## config.mk

```make
export PLATFORM = sky130hd
export DESIGN_NAME = xor_bcc_frame_builder
export DESIGN_NICKNAME = d
export VERILOG_FILES = /design/src/sv/xbfb_pkg.sv /design/src/sv/xor_bcc_frame_builder.sv
export VERILOG_INCLUDE_DIRS = /design/src /design/src/sv
export SDC_FILE = /design/constraint.sdc
export NUM_CORES = 1
export LEC_CHECK = 0
export BUFFER_PORTS_ARGS = -buffer_cell sky130_fd_sc_hd__clkbuf_2
export CORE_ASPECT_RATIO = 0.7
export CORE_MARGIN = 1.5
export CORE_UTILIZATION = 52
export DETAILED_ROUTE_END_ITERATION = 7
export PLACE_DENSITY = 0.79
export SETUP_SLACK_MARGIN = 0.15
export SYNTH_ARGS = -nofsm -noshare
export SYNTH_HDL_FRONTEND = slang
export SYNTH_SLANG_ARGS = --single-unit
```

## constraint.sdc

```tcl
create_clock -name clk -period 3.7 [get_ports clk]
set_input_delay 0.185 -clock clk [delete_from_list [all_inputs] [get_ports clk]]
set_output_delay 0.185 -clock clk [all_outputs]
set_load 0.01 [all_outputs]
```

## src/sv/assert_macros.svh

```systemverilog
// Assertion macros shared by the RTL of the frame builder.
// No dependencies; simulation gets the checks and synthesis gets empty bodies.
`ifndef ASSERT_MACROS_SVH
`define ASSERT_MACROS_SVH

`ifndef SYNTHESIS

// Checks a property on every rising edge of clk outside reset.
`define CHK_PROP(label, clk, rst, prop, msg) \
  label: assert property (@(posedge clk) disable iff (rst) (prop)) else $error(msg);

// Checks that a condition never holds on a rising edge of clk outside reset.
`define CHK_NEVER(label, clk, rst, cond, msg) \
  label: assert property (@(posedge clk) disable iff (rst) !(cond)) else $error(msg);

`else

`define CHK_PROP(label, clk, rst, prop, msg)
`define CHK_NEVER(label, clk, rst, cond, msg)

`endif

`endif

```

## src/sv/xbfb_pkg.sv

```systemverilog
// Types and constants of the XOR block check frame builder.
// No dependencies; imported by xor_bcc_frame_builder.
`timescale 1ns / 1ps

package xbfb_pkg;

  localparam logic [7:0] SYNC_HEAD      = 8'h55;
  localparam logic [7:0] SYNC_TAIL      = 8'hAA;
  localparam logic [8:0] FRAME_OVERHEAD = 9'd10;
  localparam logic [8:0] FRAME_LEN_MAX  = 9'd255;

  // Position of the result byte within one burst.
  typedef logic [3:0] pos_t;

  localparam pos_t POS_SYNC0   = 4'd0;
  localparam pos_t POS_SYNC1   = 4'd1;
  localparam pos_t POS_LEN     = 4'd2;
  localparam pos_t POS_CRYPTO  = 4'd3;
  localparam pos_t POS_SEQ     = 4'd4;
  localparam pos_t POS_CMD_HI  = 4'd5;
  localparam pos_t POS_CMD_LO  = 4'd6;
  localparam pos_t POS_HDR_BCC = 4'd7;
  localparam pos_t POS_HDR_T0  = 4'd8;
  localparam pos_t POS_HDR_T1  = 4'd9;
  localparam pos_t POS_DATA    = 4'd0;
  localparam pos_t POS_DAT_BCC = 4'd1;
  localparam pos_t POS_DAT_T0  = 4'd2;
  localparam pos_t POS_DAT_T1  = 4'd3;

  // Kind of burst that one accepted request produces.
  typedef enum logic [2:0] {
    MODE_ERR,       // rejected header: one status result
    MODE_HDR,       // header of a frame with payload to follow
    MODE_HDR_FULL,  // header of an empty frame, trailer included
    MODE_DATA,      // payload byte in the middle of a frame
    MODE_DATA_END   // last payload byte, trailer included
  } mode_t;

  // Position of the final byte of a burst.
  function automatic pos_t mode_last(input mode_t mode);
    pos_t last;
    case (mode)
      MODE_HDR:      last = POS_CMD_LO;
      MODE_HDR_FULL: last = POS_HDR_T1;
      MODE_DATA_END: last = POS_DAT_T1;
      default:       last = POS_DATA;
    endcase
    return last;
  endfunction

endpackage

```

## src/sv/xor_bcc_frame_builder.sv

```systemverilog
// Top level of the XOR block check frame builder.
// Depends on xbfb_pkg and assert_macros.svh.
`timescale 1ns / 1ps
`include "assert_macros.svh"

//  channel  signals                       direction  meaning
//  in       in_valid/in_ready + fields    input      header or payload request
//  cfg      cfg_valid/cfg_ready/cfg_data  input      write of max_frame_len
//  out      out_valid/out_ready + fields  output     frame bytes of each request
//
// One result byte leaves per cycle while out_ready is high. A header request
// makes a burst of 7 bytes (10 for an empty frame, 1 when rejected), a
// payload request 1 byte (4 for the last one, which carries the trailer).
// The burst register and its byte counter set these figures. Reset (rst,
// synchronous) empties both stages and closes any frame; max_frame_len
// returns to 255. A stall on out_ready holds the output register and, once
// the burst register's last byte is waiting, holds in_ready low.

module xor_bcc_frame_builder
  import xbfb_pkg::*;
(
  input  logic        clk,
  input  logic        rst,

  input  logic        cfg_valid,
  output logic        cfg_ready,
  input  logic [7:0]  cfg_data,

  input  logic        in_valid,
  output logic        in_ready,
  input  logic        req_type,
  input  logic [15:0] command,
  input  logic [7:0]  crypto_type,
  input  logic [7:0]  sequence_req,
  input  logic [7:0]  payload_count,
  input  logic [7:0]  data_byte,

  output logic        out_valid,
  input  logic        out_ready,
  output logic [7:0]  out_byte,
  output logic        frame_end,
  output logic        status
);

  // Configuration register. Writes are always taken.
  logic [7:0] max_frame_len;

  // Frame state, updated in request order at acceptance.
  logic       frame_open;
  logic [7:0] bytes_left;
  logic [7:0] running_xor;

  // Burst register: what the accepted request must emit, and how far it got.
  logic        desc_valid;
  mode_t       desc_mode;
  pos_t        desc_pos;
  logic [7:0]  desc_len;
  logic [7:0]  desc_crypto;
  logic [7:0]  desc_seq;
  logic [15:0] desc_cmd;
  logic [7:0]  desc_data;
  logic [7:0]  desc_bcc;

  // Byte that the burst register offers to the output register.
  logic [7:0] gen_byte;
  logic       gen_end;
  logic       gen_status;

  logic in_fire;
  logic advance;
  logic desc_is_last;

  // Decode of the request at the input.
  logic [8:0] len_sum;
  logic       len_reject;
  logic [7:0] hdr_xor;
  logic [7:0] data_xor;
  logic       produce;
  mode_t      mode_next;
  logic [7:0] bcc_next;
  logic       frame_open_next;
  logic [7:0] bytes_left_next;
  logic [7:0] running_xor_next;

  assign cfg_ready    = 1'b1;
  assign advance      = desc_valid && (!out_valid || out_ready);
  assign desc_is_last = (desc_pos == mode_last(desc_mode));
  // A new request may enter as soon as the burst register is empty or its
  // final byte moves on in this cycle.
  assign in_ready     = !desc_valid || (advance && desc_is_last);
  assign in_fire      = in_valid && in_ready;

  assign len_sum    = FRAME_OVERHEAD + {1'b0, payload_count};
  assign len_reject = (len_sum > FRAME_LEN_MAX) || (len_sum > {1'b0, max_frame_len});
  // The two sync bytes cancel out of the block check.
  assign hdr_xor    = len_sum[7:0] ^ crypto_type ^ sequence_req ^ command[15:8]
                      ^ command[7:0];
  assign data_xor   = running_xor ^ data_byte;

  always_comb begin
    produce          = 1'b0;
    mode_next        = MODE_ERR;
    bcc_next         = data_xor;
    frame_open_next  = frame_open;
    bytes_left_next  = bytes_left;
    running_xor_next = running_xor;
    if (!req_type) begin
      // A header always closes what was open, with no trailer.
      produce          = 1'b1;
      frame_open_next  = 1'b0;
      bytes_left_next  = 8'd0;
      running_xor_next = 8'd0;
      bcc_next         = hdr_xor;
      if (len_reject) begin
        mode_next = MODE_ERR;
      end else if (payload_count == 8'd0) begin
        mode_next        = MODE_HDR_FULL;
        running_xor_next = hdr_xor;
      end else begin
        mode_next        = MODE_HDR;
        running_xor_next = hdr_xor;
        frame_open_next  = 1'b1;
        bytes_left_next  = payload_count;
      end
    end else if (frame_open) begin
      produce          = 1'b1;
      running_xor_next = data_xor;
      bytes_left_next  = bytes_left - 8'd1;
      if (bytes_left == 8'd1) begin
        mode_next       = MODE_DATA_END;
        frame_open_next = 1'b0;
        bytes_left_next = 8'd0;
      end else begin
        mode_next = MODE_DATA;
      end
    end
  end

  // Byte selection from the burst register.
  always_comb begin
    gen_byte   = 8'd0;
    gen_end    = 1'b0;
    gen_status = 1'b0;
    case (desc_mode)
      MODE_ERR: begin
        gen_end    = 1'b1;
        gen_status = 1'b1;
      end
      MODE_HDR, MODE_HDR_FULL: begin
        case (desc_pos)
          POS_SYNC0, POS_SYNC1:   gen_byte = SYNC_HEAD;
          POS_LEN:                gen_byte = desc_len;
          POS_CRYPTO:             gen_byte = desc_crypto;
          POS_SEQ:                gen_byte = desc_seq;
          POS_CMD_HI:             gen_byte = desc_cmd[15:8];
          POS_CMD_LO:             gen_byte = desc_cmd[7:0];
          POS_HDR_BCC:            gen_byte = desc_bcc;
          POS_HDR_T0, POS_HDR_T1: gen_byte = SYNC_TAIL;
          default:                gen_byte = 8'd0;
        endcase
        gen_end = (desc_mode == MODE_HDR_FULL) && (desc_pos == POS_HDR_T1);
      end
      MODE_DATA, MODE_DATA_END: begin
        case (desc_pos)
          POS_DATA:               gen_byte = desc_data;
          POS_DAT_BCC:            gen_byte = desc_bcc;
          POS_DAT_T0, POS_DAT_T1: gen_byte = SYNC_TAIL;
          default:                gen_byte = 8'd0;
        endcase
        gen_end = (desc_mode == MODE_DATA_END) && (desc_pos == POS_DAT_T1);
      end
      default: begin
        gen_byte = 8'd0;
      end
    endcase
  end

  // Control registers.
  always_ff @(posedge clk) begin
    if (rst) begin
      max_frame_len <= 8'hFF;
      frame_open    <= 1'b0;
      bytes_left    <= 8'd0;
      running_xor   <= 8'd0;
      desc_valid    <= 1'b0;
      desc_pos      <= POS_SYNC0;
      out_valid     <= 1'b0;
    end else begin
      if (cfg_valid && cfg_ready) begin
        max_frame_len <= cfg_data;
      end
      if (in_fire) begin
        frame_open  <= frame_open_next;
        bytes_left  <= bytes_left_next;
        running_xor <= running_xor_next;
        desc_valid  <= produce;
        desc_pos    <= POS_SYNC0;
      end else if (advance) begin
        if (desc_is_last) begin
          desc_valid <= 1'b0;
        end else begin
          desc_pos <= desc_pos + pos_t'(1);
        end
      end
      if (advance) begin
        out_valid <= 1'b1;
      end else if (out_ready) begin
        out_valid <= 1'b0;
      end
    end
  end

  // Payload registers.
  always_ff @(posedge clk) begin
    if (in_fire && produce) begin
      desc_mode   <= mode_next;
      desc_len    <= len_sum[7:0];
      desc_crypto <= crypto_type;
      desc_seq    <= sequence_req;
      desc_cmd    <= command;
      desc_data   <= data_byte;
      desc_bcc    <= bcc_next;
    end
    if (advance) begin
      out_byte  <= gen_byte;
      frame_end <= gen_end;
      status    <= gen_status;
    end
  end

  `CHK_PROP(a_pos_bound, clk, rst, !desc_valid || (desc_pos <= mode_last(desc_mode)),
            "burst position ran past its final byte")
  `CHK_PROP(a_open_count, clk, rst, !frame_open || (bytes_left != 8'd0),
            "open frame with no payload left")
  `CHK_PROP(a_status_end, clk, rst, !(out_valid && status) || frame_end,
            "rejection result without frame end")
  `CHK_NEVER(a_stall_blocks, clk, rst, desc_valid && out_valid && !out_ready && in_ready,
             "request taken while the burst register is stalled")

endmodule
```

==> impl_table.tex, run 1 <==
\begin{tabular}{lr}
\hline
Metric & Value \\
\hline
\multicolumn{2}{l}{\textbf{Outcome}} \\
\quad Status & complete, no violations \\
\multicolumn{2}{l}{\textbf{Route}} \\
\quad DRT antenna net count & 0 \\
\quad Avg WL per Cell & 18.25 um \\
\quad Drt drc & 0 \\
\quad Drt total wl & 12190 um \\
\quad First DRT Iteration DRCs & 652 \\
\quad DRT Pass-1 Iters & 6 \\
\quad Routed vias/inst & 6.040 \\
\quad Via count & 4035 \\
\multicolumn{2}{l}{\textbf{STA}} \\
\quad Final setup viols & 0 \\
\quad Setup tns final & 0 ns \\
\quad Setup repair after global routing missed its margin & false \\
\quad Maximum clock skew at final layout & 0.01056 ns \\
\quad Share of the cycle needed by the critical path after routing & 0.7139 \\
\quad Total count of hold-check failures in the final report & 0 \\
\quad Worst Hold Margin & 0.03795 ns \\
\quad Number of slew-limit violations in the final report & 0 \\
\quad Worst setup slack after layout & 1.059 ns \\
\quad Post-layout minimum cycle time & 2.641 ns \\
\quad Max Clk Rate & 0.3786 GHz \\
\quad Relative slew slack & 0.3896 \\
\quad Worst-Margin Slew & 0.9144 ns \\
\multicolumn{2}{l}{\textbf{Place}} \\
\quad Cell area reported after detailed placement & 5649 um2 \\
\quad Pre-CTS WS & 0.8260 ns \\
\quad Port Buf Inserts & 73 \\
\quad HPWL after detailed placement & 8635 um \\
\quad Routability congestion estimate from global placement & 0.8532 \\
\multicolumn{2}{l}{\textbf{Die}} \\
\quad Core area & 9684 um2 \\
\quad Rows & 30 \\
\quad Initial cell density of the core & 0.5363 \\
\quad DIE AREA & 10610 um2 \\
\quad Vert. Die Dim & 86.62 um \\
\quad I/O pin cnt & 75 \\
\quad Die X & 122.5 um \\
\multicolumn{2}{l}{\textbf{GRT}} \\
\quad Pin count of the biggest net entering global routing & 70 \\
\quad Antenna violations before repair & 0 \\
\quad Vias in the first global route & 3820 \\
\quad Total global routing overflow & 0 \\
\quad Aggregate global-route resource usage & 0.2487 \\
\quad Global-route wire length before repair & 19800 um \\
\multicolumn{2}{l}{\textbf{Clock tree}} \\
\quad Insertion delay to the later sink of the worst-skew pair & 0.35 ns \\
\quad CTS Root Buffer Type & clkbuf\_16 \\
\quad Number of CTS-inserted buffers & 9 \\
\quad H-tree lvl count & 3 \\
\quad \# hold bufs at CTS & 0 \\
\quad Number of sinks handled by clock tree synthesis & 100 \\
\quad Number of setup buffers added after CTS & 0 \\
\quad CTS tree & built \\
\quad Maximum count of clock buffers along a single path & 2 \\
\quad Post-cts gate resize count & 0 \\
\quad Clock slew at the register clock pins of the worst setup and hold paths & 0.07 ns \\
\multicolumn{2}{l}{\textbf{Layout}} \\
\quad Growth of design area from synthesis to finish & 14.43\% \\
\quad Highest-count cells in the layout ignoring fill and taps & 73 x clkbuf\_2, 69 x edfxtp\_1, 42 x nand2\_1 \\
\quad Layout cells sized above 1 & 0.1889 \\
\quad Final instance area & 5943 um2 \\
\quad Most common cell after layout, fill and taps aside & clkbuf\_2 \\
\quad Fin nets & 613 \\
\quad Inserted Diodes & 0 \\
\quad Count of fill cells added during filler insertion & 801 \\
\multicolumn{2}{l}{\textbf{Power}} \\
\quad Total leakage power & 2.371 nW \\
\quad Max IR drop VDD & 251.7 uV \\
\quad Power density over the cells & 512.4 nW/um2 \\
\multicolumn{2}{l}{\textbf{Critical path}} \\
\quad Nature of the critical path startpoint & primary input \\
\quad Critical R2R Launch & desc\_pos[2] \\
\quad Setup Crit Path Kind & primary input to flip-flop \\
\quad Critical path buffers and inverters & 3 \\
\quad Worst reg2reg endpoint & bytes\_left[1] \\
\quad WP depth & 13 \\
\quad Cell-by-cell trace of the critical path & clkbuf\_2, ha\_1, o21ai\_0, xor2\_1, inv\_1, ha\_1, nand2\_1, o32ai\_1, a21oi\_1, a21oi\_1, buf\_4, a32oi\_1, a221oi\_1 \\
\quad Worst-path cell with the longest stage delay & xor2\_1 \\
\quad Cell family with most CP delay & compound AO/OA/AOI/OAI gates \\
\quad Setup crit start & payload\_count[1] \\
\quad Crit path to & bytes\_left[1] \\
\quad Slowest Stage Delay on Critical Path & 0.35 ns \\
\quad Worst R2R Path Depth & 6 \\
\quad Worst EP arrival & 2.90 ns \\
\quad Setup slack on the worst flop-to-flop path & 1.06 ns \\
\quad Worst EP required & 3.96 ns \\
\quad Kind of capture point of the worst setup path & flip-flop \\
\quad Largest driver fanout on the critical path & 18 \\
\multicolumn{2}{l}{\textbf{Yosys}} \\
\quad Summed instance area of the synthesized netlist & 5194 um2 \\
\quad Warnings from Yosys & 0 \\
\quad Dominant synthesized flop cell & edfxtp\_1 \\
\quad Async set-or-reset flop fraction in the synthesized netlist & 0 \\
\quad Gate count after technology mapping & 474 \\
\quad Synth Net Count & 552 \\
\quad Count of state elements after synthesis & 100 \\
\quad Mean instance size in the synthesized netlist & 10.96 um2 \\
\quad Post-synthesis cell type count & 54 \\
\quad Number of synthesized flops with an enable pin & 69 \\
\quad Sequential-to-total area share from yosys stat & 0.5184 \\
\multicolumn{2}{l}{\textbf{Min path}} \\
\quad Source of the worst hold timing path & command[6] \\
\quad Min-delay worst type & primary input to flip-flop \\
\multicolumn{2}{l}{\textbf{Run}} \\
\quad Number of maximum-capacitance violations & 0 \\
\hline
\end{tabular}
registers in the layout, summed over array words and instances, names as in the netlist:
register,flops
desc_data,8
bytes_left,8
max_frame_len,8
frame_end,1
desc_bcc,8
desc_len,8
frame_open,1
desc_mode,3
desc_cmd,16
desc_crypto,8
status,1
desc_valid,1
running_xor,8
desc_pos,4
out_valid,1
out_byte,8
desc_seq,8
cells in the mapped netlist (4+ instances only):
master	count	area share
ha_1	16	0.039
xnor2_1	29	0.049
xor2_1	17	0.029
or4_1	4	0.0058
nand2_1	42	0.030
a22oi_1	20	0.029
a221o_1	4	0.0077
o21ai_0	19	0.018
a311oi_1	4	0.0067
nand2b_1	7	0.0084
a211oi_1	5	0.0072
clkbuf_1	17	0.012
nor2_1	28	0.020
inv_1	24	0.017
nor3_1	9	0.0087
mux2i_1	4	0.0077
or2_2	4	0.0048
a21o_1	5	0.0072
xnor3_1	5	0.022
edfxtp_1	69	0.40
dfxtp_1	31	0.12
a221oi_1	5	0.0084
nand4_1	4	0.0048
nand3_1	8	0.0077
o22ai_1	9	0.011
o211ai_1	7	0.010
a21oi_1	24	0.023
a32oi_1	12	0.020
buf_2	6	0.0058
worst min-delay path by stage:
stage                          end  slack [ns]  depth (start not counted)
floorplan           running_xor[0]        0.26                          1
global route           desc_seq[6]        0.03                          1
global placement       desc_cmd[8]        0.39                          1
detailed placement     desc_cmd[6]        0.39                          1
finish                 desc_cmd[6]        0.04                          1
CTS                    desc_cmd[6]        0.03                          1
cell type report:
cell class | count | area [um2] | share of cell area
clock inverters | 5 | 51.30 | 0.008632
multi-input cells | 322 | 2291 | 0.3855
flip-flops and latches | 100 | 2693 | 0.4531
repair buffers | 78 | 415.4 | 0.06989
inverters | 24 | 90.09 | 0.01516
clock buffers | 11 | 242.7 | 0.04084
well taps | 128 | 160.2 | 0.02695
kinds of logic (layout without fill, tap and decap cells):
family / after synthesis / in the layout / share of synthesized area
fa+ha+maj: 17 / 17 / 0.04047
other cells: 1 / 1 / 0.0007220
simple gates: 117 / 117 / 0.1106
buf+inv: 52 / 118 / 0.04047
flops: 100 / 100 / 0.5184
compound gates: 132 / 132 / 0.1824
mux: 4 / 4 / 0.007709
xor+xnor: 51 / 51 / 0.09925
worst register-to-register path: stages (launching register included):
cell      delay [ns]
dfxtp_1         0.92
a32oi_1         0.26
o31a_1          0.25
o31ai_4         0.43
buf_4           0.31
inv_1           0.10
a221oi_1        0.29
layer usage:
metal	part of all wire	track usage	wire length, um	vias to the layer above
met5	0	0	0	-
met4	0.019	0.08985	235	0
met3	0.098	0.05658	1193	24
met2	0.44	0.3733	5343	208
met1	0.44	0.3555	5420	1905
li1	-	-	-	1898
through the flow:
stage / power, mW / cells / util
detailed placement: 2.124 / 652 / 0.5833
floorplan: 1.916 / 474 / -
CTS: 3.050 / 668 / 0.6137
finish: 3.045 / 668 / 0.6137
global placement: 2.096 / 652 / 0.5833
global route: 3.186 / 668 / 0.6137
power by group:
part	switching [mW]	total (mW)	internal, mW
sequential	0.0847	1.46	1.38
combinational	0.393	0.657	0.263
clock	0.391	0.928	0.538
total	0.868	3.05	2.18
Power figures use the tool's default switching activity.
==> run 2: changes to the inputs <==
- ABC_AREA: default -> 1
- CORE_UTILIZATION: 52 -> 58
- PLACE_DENSITY: 0.79 -> 0.83
- clock period: 3.7 -> 2.65 ns (I/O delays scaled with it)
==> impl_table.tex, run 2 <==
\begin{tabular}{lr}
\hline
Metric & Value \\
\hline
\multicolumn{2}{l}{\textbf{Layout}} \\
\quad Fin nets & 841 (was 613) \\
\quad Most flop-heavy register & desc\_cmd (unchanged) \\
\quad Layout cells sized above 1 & 0.1641 (was 0.1889) \\
\quad Multi-input gate area in the final layout & 2391 um2 (was 2291 um2) \\
\quad Most common cell after layout, fill and taps aside & nand2\_1 (was clkbuf\_2) \\
\quad Highest-count cells in the layout ignoring fill and taps & 180 x nand2\_1, 73 x inv\_1, 73 x clkbuf\_2 (was 73 x clkbuf\_2, 69 x edfxtp\_1, 42 x nand2\_1) \\
\quad Inserted Diodes & 0 (unchanged) \\
\quad Count of fill cells added during filler insertion & 692 (was 801) \\
\quad Growth of design area from synthesis to finish & 20.24\% (was 14.43\%) \\
\quad Flip-flop count of the largest register after layout & 16 (unchanged) \\
\quad Total area of sequential cells & 2693 um2 (unchanged) \\
\multicolumn{2}{l}{\textbf{Clock tree}} \\
\quad Insertion delay to the later sink of the worst-skew pair & 0.35 ns (about the same) \\
\quad Maximum count of clock buffers along a single path & 2 (unchanged) \\
\quad Number of setup buffers added after CTS & 0 (unchanged) \\
\quad Number of CTS-inserted buffers & 9 (unchanged) \\
\quad Clock slew at the register clock pins of the worst setup and hold paths & 0.07 ns (about the same) \\
\quad Number of sinks handled by clock tree synthesis & 100 (unchanged) \\
\quad CTS Root Buffer Type & clkbuf\_16 (unchanged) \\
\quad H-tree lvl count & 3 (unchanged) \\
\quad CTS tree & built (unchanged) \\
\multicolumn{2}{l}{\textbf{Place}} \\
\quad HPWL after detailed placement & 10230 um (was 8635 um) \\
\quad Port Buf Inserts & 73 (unchanged) \\
\quad Routability congestion estimate from global placement & 0.9332 (was 0.8532) \\
\multicolumn{2}{l}{\textbf{STA}} \\
\quad Setup repair after global routing missed its margin & false (unchanged) \\
\quad Setup tns final & 0 ns (unchanged) \\
\quad Number of slew-limit violations in the final report & 0 (unchanged) \\
\quad Share of the cycle needed by the critical path after routing & 0.8616 \\
\quad Post-layout minimum cycle time & 2.283 ns \\
\quad Final setup viols & 0 (unchanged) \\
\quad Maximum clock skew at final layout & 0.008022 ns (was 0.01056 ns) \\
\quad Total count of hold-check failures in the final report & 0 (unchanged) \\
\quad Max Clk Rate & 0.4380 GHz \\
\quad Worst-Margin Slew & 0.7174 ns (was 0.9144 ns) \\
\quad Relative slew slack & 0.5195 (was 0.3896) \\
\multicolumn{2}{l}{\textbf{GRT}} \\
\quad Global-route wire length before repair & 24030 um (was 19800 um) \\
\quad Total global routing overflow & 0 (unchanged) \\
\quad Pin count of the biggest net entering global routing & 60 (was 70) \\
\quad Vias in the first global route & 4812 (was 3820) \\
\quad Aggregate global-route resource usage & 0.3116 (was 0.2487) \\
\quad Antenna violations before repair & 0 (unchanged) \\
\multicolumn{2}{l}{\textbf{Critical path}} \\
\quad Largest driver fanout on the critical path & 59 (was 18) \\
\quad Slowest Stage Delay on Critical Path & 0.47 ns (was 0.35 ns) \\
\quad Worst EP required & 2.67 ns (was 3.96 ns) \\
\quad Worst EP arrival & 2.30 ns (was 2.90 ns) \\
\quad Nature of the critical path startpoint & flip-flop (was primary input) \\
\quad Cell family with most CP delay & simple AND/OR/NAND/NOR gates (was compound AO/OA/AOI/OAI gates) \\
\quad Critical path buffers and inverters & 3 (unchanged) \\
\quad Setup slack on the worst flop-to-flop path & 0.37 ns (was 1.06 ns) \\
\quad Setup Crit Path Kind & flip-flop to flip-flop (was primary input to flip-flop) \\
\quad Cell with the most instances on the worst path & nand2\_1 \\
\quad Worst-path cell with the longest stage delay & edfxtp\_1 (was xor2\_1) \\
\quad Cell-by-cell trace of the critical path & inv\_1, nand3\_2, nand2\_1, nand2\_1, nor2\_1, nand4\_1, nand2\_2, nand3\_4, clkinvlp\_4, buf\_12 (was clkbuf\_2, ha\_1, o21ai\_0, xor2\_1, inv\_1, ha\_1, nand2\_1, o32ai\_1, a21oi\_1, a21oi\_1, buf\_4, a32oi\_1, a221oi\_1) \\
\quad Kind of capture point of the worst setup path & flip-flop (unchanged) \\
\multicolumn{2}{l}{\textbf{Yosys}} \\
\quad Sequential-to-total area share from yosys stat & 0.4928 (was 0.5184) \\
\quad Gate count after technology mapping & 654 (was 474) \\
\quad Mean instance size in the synthesized netlist & 8.355 um2 (was 10.96 um2) \\
\quad Count of state elements after synthesis & 100 (unchanged) \\
\quad Post-synthesis cell type count & 39 (was 54) \\
\quad Summed instance area of the synthesized netlist & 5464 um2 (was 5194 um2) \\
\quad Async set-or-reset flop fraction in the synthesized netlist & 0 (unchanged) \\
\quad Most instantiated cells after synthesis & 180 x nand2\_1, 74 x inv\_1, 69 x edfxtp\_1, 61 x nor2\_1, 37 x o21ai\_0 (was 69 x edfxtp\_1, 42 x nand2\_1, 31 x dfxtp\_1, 29 x xnor2\_1, 28 x nor2\_1) \\
\quad Synth top area share & 0.3792 (was 0.3989) \\
\quad Ranking of synthesized cells by area & edfxtp\_1 38\%, nand2\_1 12\%, dfxtp\_1 11\%, inv\_1 5.1\%, nor2\_1 4.2\% (was edfxtp\_1 40\%, dfxtp\_1 12\%, xnor2\_1 4.9\%, ha\_1 3.9\%, nand2\_1 3.0\%) \\
\quad Top-count cell post-synth & nand2\_1 (was edfxtp\_1) \\
\quad Number of synthesized flops with an enable pin & 69 (unchanged) \\
\quad Warnings from Yosys & 0 (unchanged) \\
\quad Cell type with the largest total area after synthesis & edfxtp\_1 (unchanged) \\
\quad Dominant synthesized flop cell & edfxtp\_1 (unchanged) \\
\quad Synth Net Count & 732 (was 552) \\
\multicolumn{2}{l}{\textbf{Route}} \\
\quad Drt total wl & 14850 um (was 12190 um) \\
\quad Via count & 5002 (was 4035) \\
\quad DRT Pass-1 Iters & 5 (was 6) \\
\quad Drt drc & 0 (unchanged) \\
\quad DRT antenna net count & 0 (unchanged) \\
\quad Routed vias/inst & 5.608 (was 6.040) \\
\quad Avg WL per Cell & 16.65 um (was 18.25 um) \\
\quad First DRT Iteration DRCs & 556 (was 652) \\
\multicolumn{2}{l}{\textbf{Die}} \\
\quad Initial cell density of the core & 0.5999 (was 0.5363) \\
\quad Rows & 29 (was 30) \\
\quad Die X & 119.0 um (was 122.5 um) \\
\quad Core area & 9107 um2 (was 9684 um2) \\
\quad Vert. Die Dim & 84.21 um (was 86.62 um) \\
\quad I/O pin cnt & 75 (unchanged) \\
\quad DIE AREA & 10020 um2 (was 10610 um2) \\
\multicolumn{2}{l}{\textbf{Power}} \\
\quad Power density over the cells & 590.0 nW/um2 (was 512.4 nW/um2) \\
\quad Max IR drop VDD & 307.2 uV (was 251.7 uV) \\
\quad Power Total & 3.876 mW (was 3.045 mW) \\
\quad Total leakage power & 2.949 nW (was 2.371 nW) \\
\multicolumn{2}{l}{\textbf{Run}} \\
\quad Number of maximum-capacitance violations & 0 (unchanged) \\
\multicolumn{2}{l}{\textbf{Min path}} \\
\quad Min-delay worst type & primary input to flip-flop (unchanged) \\
\multicolumn{2}{l}{\textbf{Outcome}} \\
\quad Status & complete, no violations (unchanged) \\
\hline
\end{tabular}
-- run 2: cell types whose count changed after synthesis, sizes merged, moves of 12 or more --
cell   change
nand2    +144
inv       +53
nor2      +45
nand3     +28
nand4     +25
a22oi     -20
o21ai     +18
a32oi     -12
xnor2     -12
-- run 2: path summary, 6_finish.rpt --
| kind | from | end | cells past startpoint |
|---|---|---|---|
| max | desc_mode[0] | desc_cmd[0] | 10 |
| min | cfg_data[5] | max_frame_len[5] | 3 |
| max reg2reg | desc_mode[0] | desc_cmd[0] | 10 |
| min reg2reg | max_frame_len[0] | max_frame_len[0] | 2 |
-- run 2: logic make-up after synthesis --
kind of cell,Yosys count,share of synthesized area
AOI/OAI and AO/OA,82,0.08473
xor gates and xnor gates,25,0.04145
adders and majority gates,16,0.03664
buffers and inverters,93,0.06961
DFF,100,0.4928
other,1,0.0006863
and+or+nand+nor,337,0.2741
-- run 2: layer usage --
metal | vias to the layer above | share of wire | global-route usage
met2 | 248 | 0.47 | 0.5102
met4 | 0 | 0.040 | 0.1172
li1 | 2400 | - | -
met1 | 2298 | 0.40 | 0.4038
met3 | 56 | 0.093 | 0.07880
met5 | - | 0 | 0
-- run 2: final cells by class --
| cell class | instances | share of cell area |
|---|---|---|
| inverter | 79 | 0.04571 |
| multi-input combinational | 461 | 0.3639 |
| timing repair buffer | 112 | 0.1139 |
| sequential | 100 | 0.4098 |
| clock inverter | 3 | 0.003237 |
| clock buffer | 13 | 0.03980 |
| tap | 124 | 0.02361 |
-- run 2: power by group --
group	leakage, nW	switching (mW)	internal (mW)	total [mW]
Combinational	1.91	0.475	0.274	0.748
Sequential	0.908	0.0563	1.81	1.87
Clock	0.135	0.562	0.697	1.26
-- run 2: stage by stage --
step	setup WS (ns)	hold WS (ns)	utilization	instances	cell area, um2
after floorplan	0.1520	0.2314	-	654	5468
after global placement	0.3425	0.3380	0.6563	845	5977
after detailed placement	0.1975	0.3394	0.6563	845	5977
after CTS	0.3764	0.0007264	0.7192	890	6550
after global routing	0.1515	0.005066	0.7214	892	6570
final	0.3667	0.002732	0.7214	892	6570
-- run 2: worst min-delay path: stages --
cell,delay [ns]
clkbuf_2,0.07
a21oi_1,0.04
o21ai_0,0.06
-- run 2: what timing repair did --
| item | CTS | global route |
|---|---|---|
| hold buffers | 29 | 2 |
| gates resized for setup | 0 | 0 |
| endpoints found under the hold margin | 29 | 2 |
==> run 3: changes to the inputs <==
- ABC_AREA: 1 -> default
- CORE_MARGIN: 1.5 -> default
- CORE_UTILIZATION: 58 -> 30
- PLACE_DENSITY: 0.83 -> 0.5
==> impl_table.tex, run 3 (same netlist as run 1, synthesis figures left out) <==
\begin{tabular}{lr}
\hline
Metric & Value \\
\hline
\multicolumn{2}{l}{\textbf{Outcome}} \\
\quad Status & complete, no violations (unchanged) \\
\multicolumn{2}{l}{\textbf{STA}} \\
\quad Number of slew-limit violations in the final report & 0 (unchanged) \\
\quad Worst-Margin Slew & 0.6384 ns (was 0.7174 ns) \\
\quad Post-layout minimum cycle time & 2.370 ns (was 2.283 ns) \\
\quad Maximum clock skew at final layout & 0.01223 ns (was 0.008022 ns) \\
\quad Max Clk Rate & 0.4220 GHz (was 0.4380 GHz) \\
\quad Relative slew slack & 0.5735 (was 0.5195) \\
\quad Setup repair after global routing missed its margin & false (unchanged) \\
\quad Final setup viols & 0 (unchanged) \\
\quad Total count of hold-check failures in the final report & 0 (unchanged) \\
\quad Share of the cycle needed by the critical path after routing & 0.8943 (was 0.8616) \\
\multicolumn{2}{l}{\textbf{Die}} \\
\quad I/O pin cnt & 75 (unchanged) \\
\quad Rows & 39 (was 29) \\
\quad DIE AREA & 17850 um2 (was 10020 um2) \\
\quad Vert. Die Dim & 112.1 um (was 84.21 um) \\
\quad Initial cell density of the core & 0.3121 (was 0.5999) \\
\quad Core area & 16640 um2 (was 9107 um2) \\
\quad Die X & 159.3 um (was 119.0 um) \\
\multicolumn{2}{l}{\textbf{Layout}} \\
\quad Layout cells sized above 1 & 0.2164 (was 0.1641) \\
\quad Count of fill cells added during filler insertion & 1646 (was 692) \\
\quad Flip-flop count of the largest register after layout & 16 (unchanged) \\
\quad Post-Route Utilization & 0.3939 (was 0.7214) \\
\quad Highest-count cells in the layout ignoring fill and taps & 73 x clkbuf\_2, 69 x edfxtp\_1, 42 x nand2\_1 (was 180 x nand2\_1, 73 x inv\_1, 73 x clkbuf\_2) \\
\quad Fin nets & 660 (was 841) \\
\quad Post-route non-filler standard cell count & 812 (was 892) \\
\quad Most common cell after layout, fill and taps aside & clkbuf\_2 (was nand2\_1) \\
\quad Growth of design area from synthesis to finish & 26.19\% (was 20.24\%) \\
\quad Inserted Diodes & 0 (unchanged) \\
\quad Most flop-heavy register & desc\_cmd (unchanged) \\
\quad Total area of sequential cells & 2693 um2 (unchanged) \\
\quad Multi-input gate area in the final layout & 2300 um2 (was 2391 um2) \\
\quad Final instance area & 6554 um2 (was 6570 um2) \\
\multicolumn{2}{l}{\textbf{Place}} \\
\quad Cell area reported after detailed placement & 5929 um2 (was 5977 um2) \\
\quad HPWL after detailed placement & 10010 um (was 10230 um) \\
\quad Routability congestion estimate from global placement & 0.7942 (was 0.9332) \\
\quad Port Buf Inserts & 73 (unchanged) \\
\quad Cell Count Post-Placement & 768 (was 845) \\
\multicolumn{2}{l}{\textbf{Route}} \\
\quad Drt total wl & 14110 um (was 14850 um) \\
\quad Avg WL per Cell & 17.38 um (was 16.65 um) \\
\quad DRT Pass-1 Iters & 5 (unchanged) \\
\quad Via count & 4098 (was 5002) \\
\quad First DRT Iteration DRCs & 325 (was 556) \\
\quad Routed vias/inst & 5.047 (was 5.608) \\
\quad DRT antenna net count & 0 (unchanged) \\
\quad Drt drc & 0 (unchanged) \\
\multicolumn{2}{l}{\textbf{Min path}} \\
\quad Source of the worst hold timing path & sequence\_req[3] (was cfg\_data[5]) \\
\quad Hold path endpoint & desc\_seq[3] (was max\_frame\_len[5]) \\
\quad Cells on Worst Hold Path & 1 (was 3) \\
\quad Min-delay worst type & primary input to flip-flop (unchanged) \\
\multicolumn{2}{l}{\textbf{Clock tree}} \\
\quad Maximum count of clock buffers along a single path & 2 (unchanged) \\
\quad Number of sinks handled by clock tree synthesis & 100 (unchanged) \\
\quad CTS tree & built (unchanged) \\
\quad CTS Root Buffer Type & clkbuf\_16 (unchanged) \\
\quad Clock slew at the register clock pins of the worst setup and hold paths & 0.07 ns (about the same) \\
\quad H-tree lvl count & 3 (unchanged) \\
\quad Number of CTS-inserted buffers & 9 (unchanged) \\
\quad Insertion delay to the later sink of the worst-skew pair & 0.35 ns (about the same) \\
\multicolumn{2}{l}{\textbf{GRT}} \\
\quad Aggregate global-route resource usage & 0.1599 (was 0.3116) \\
\quad Total global routing overflow & 0 (unchanged) \\
\quad Vias in the first global route & 4036 (was 4812) \\
\quad Global-route wire length before repair & 22150 um (was 24030 um) \\
\quad Antenna violations before repair & 0 (unchanged) \\
\quad Pin count of the biggest net entering global routing & 48 (was 60) \\
\multicolumn{2}{l}{\textbf{Power}} \\
\quad Max IR drop VDD & 303.4 uV (was 307.2 uV) \\
\quad Total leakage power & 2.612 nW (was 2.949 nW) \\
\quad Power density over the cells & 689.7 nW/um2 (was 590.0 nW/um2) \\
\quad Power Total & 4.520 mW (was 3.876 mW) \\
\multicolumn{2}{l}{\textbf{Critical path}} \\
\quad Critical R2R Launch & desc\_pos[0] (was desc\_mode[0]) \\
\quad Cell family with most CP delay & simple AND/OR/NAND/NOR gates (unchanged) \\
\quad Worst-path cell with the longest stage delay & dfxtp\_1 (was edfxtp\_1) \\
\quad Kind of capture point of the worst setup path & flip-flop (unchanged) \\
\quad Slowest Stage Delay on Critical Path & 0.55 ns (was 0.47 ns) \\
\quad Critical path buffers and inverters & 1 (was 3) \\
\quad Largest driver fanout on the critical path & 9 (was 59) \\
\quad Setup slack on the worst flop-to-flop path & 0.28 ns (was 0.37 ns) \\
\quad Worst EP arrival & 2.43 ns (was 2.30 ns) \\
\quad Worst reg2reg endpoint & out\_byte[6] (was desc\_cmd[0]) \\
\quad Worst EP required & 2.71 ns (was 2.67 ns) \\
\quad Cell-by-cell trace of the critical path & inv\_1, ha\_1, or2\_2, nor2\_1, o22ai\_1, nand2\_1, or2\_2, o22ai\_1 (was inv\_1, nand3\_2, nand2\_1, nand2\_1, nor2\_1, nand4\_1, nand2\_2, nand3\_4, clkinvlp\_4, buf\_12) \\
\quad Nature of the critical path startpoint & flip-flop (unchanged) \\
\quad Setup Crit Path Kind & flip-flop to flip-flop (unchanged) \\
\quad Worst R2R Path Depth & 8 (was 10) \\
\multicolumn{2}{l}{\textbf{Run}} \\
\quad Number of maximum-capacitance violations & 0 (unchanged) \\
\hline
\end{tabular}
[run 3: area by class of cell]
type	instances	share of cell area
Clock buffer	12	0.03914
Clock inverter	4	0.01107
Tap cell	225	0.04296
Multi-Input combinational cell	322	0.3509
Inverter	24	0.01375
Sequential cell	100	0.4108
Timing Repair Buffer	125	0.1313
[run 3: how the worst max path moves through the flow]
| stage | from | end | cells past startpoint |
|---|---|---|---|
| CTS | desc_mode[1] | bytes_left[3] | 8 |
| floorplan | payload_count[1] | desc_mode[0] | 12 |
| detailed placement | payload_count[2] | running_xor[1] | 12 |
| global route | desc_mode[0] | bytes_left[3] | 8 |
| finish | desc_pos[0] | out_byte[6] | 8 |
| global placement | payload_count[2] | running_xor[4] | 12 |
[run 3: power by group]
group	leakage (nW)	internal (mW)	total, mW	switching (mW)
clock	0.159	0.878	1.45	0.571
combinational	1.54	0.449	1.03	0.583
sequential	0.911	1.92	2.04	0.119
total	2.61	3.25	4.52	1.27
[run 3: per-layer routing]
metal,global-route usage,part of all wire
met5,0,0
met4,0.04038,0.011
met3,0.02993,0.048
met2,0.2412,0.43
met1,0.2351,0.51
[run 3: metrics by stage]
step	hold slack (ns)	setup TNS, ns	worst slack (ns)
finish	0.002766	0	0.2802
CTS	0.0003488	0	0.1899
global placement	0.3381	0	0.09115
detailed placement	0.3412	-0.004393	-0.004393
global route	0.002788	0	0.1659
floorplan	0.2046	0	0.2390
[run 3: what timing repair did]
item | 4_1_cts | 5_1_grt
setup endpoints to repair | 0 | 36
hold buffers | 23 | 2
hold endpoints to repair | 23 | 2
gates resized for setup | 0 | 1
buffers inserted | 0 | 2
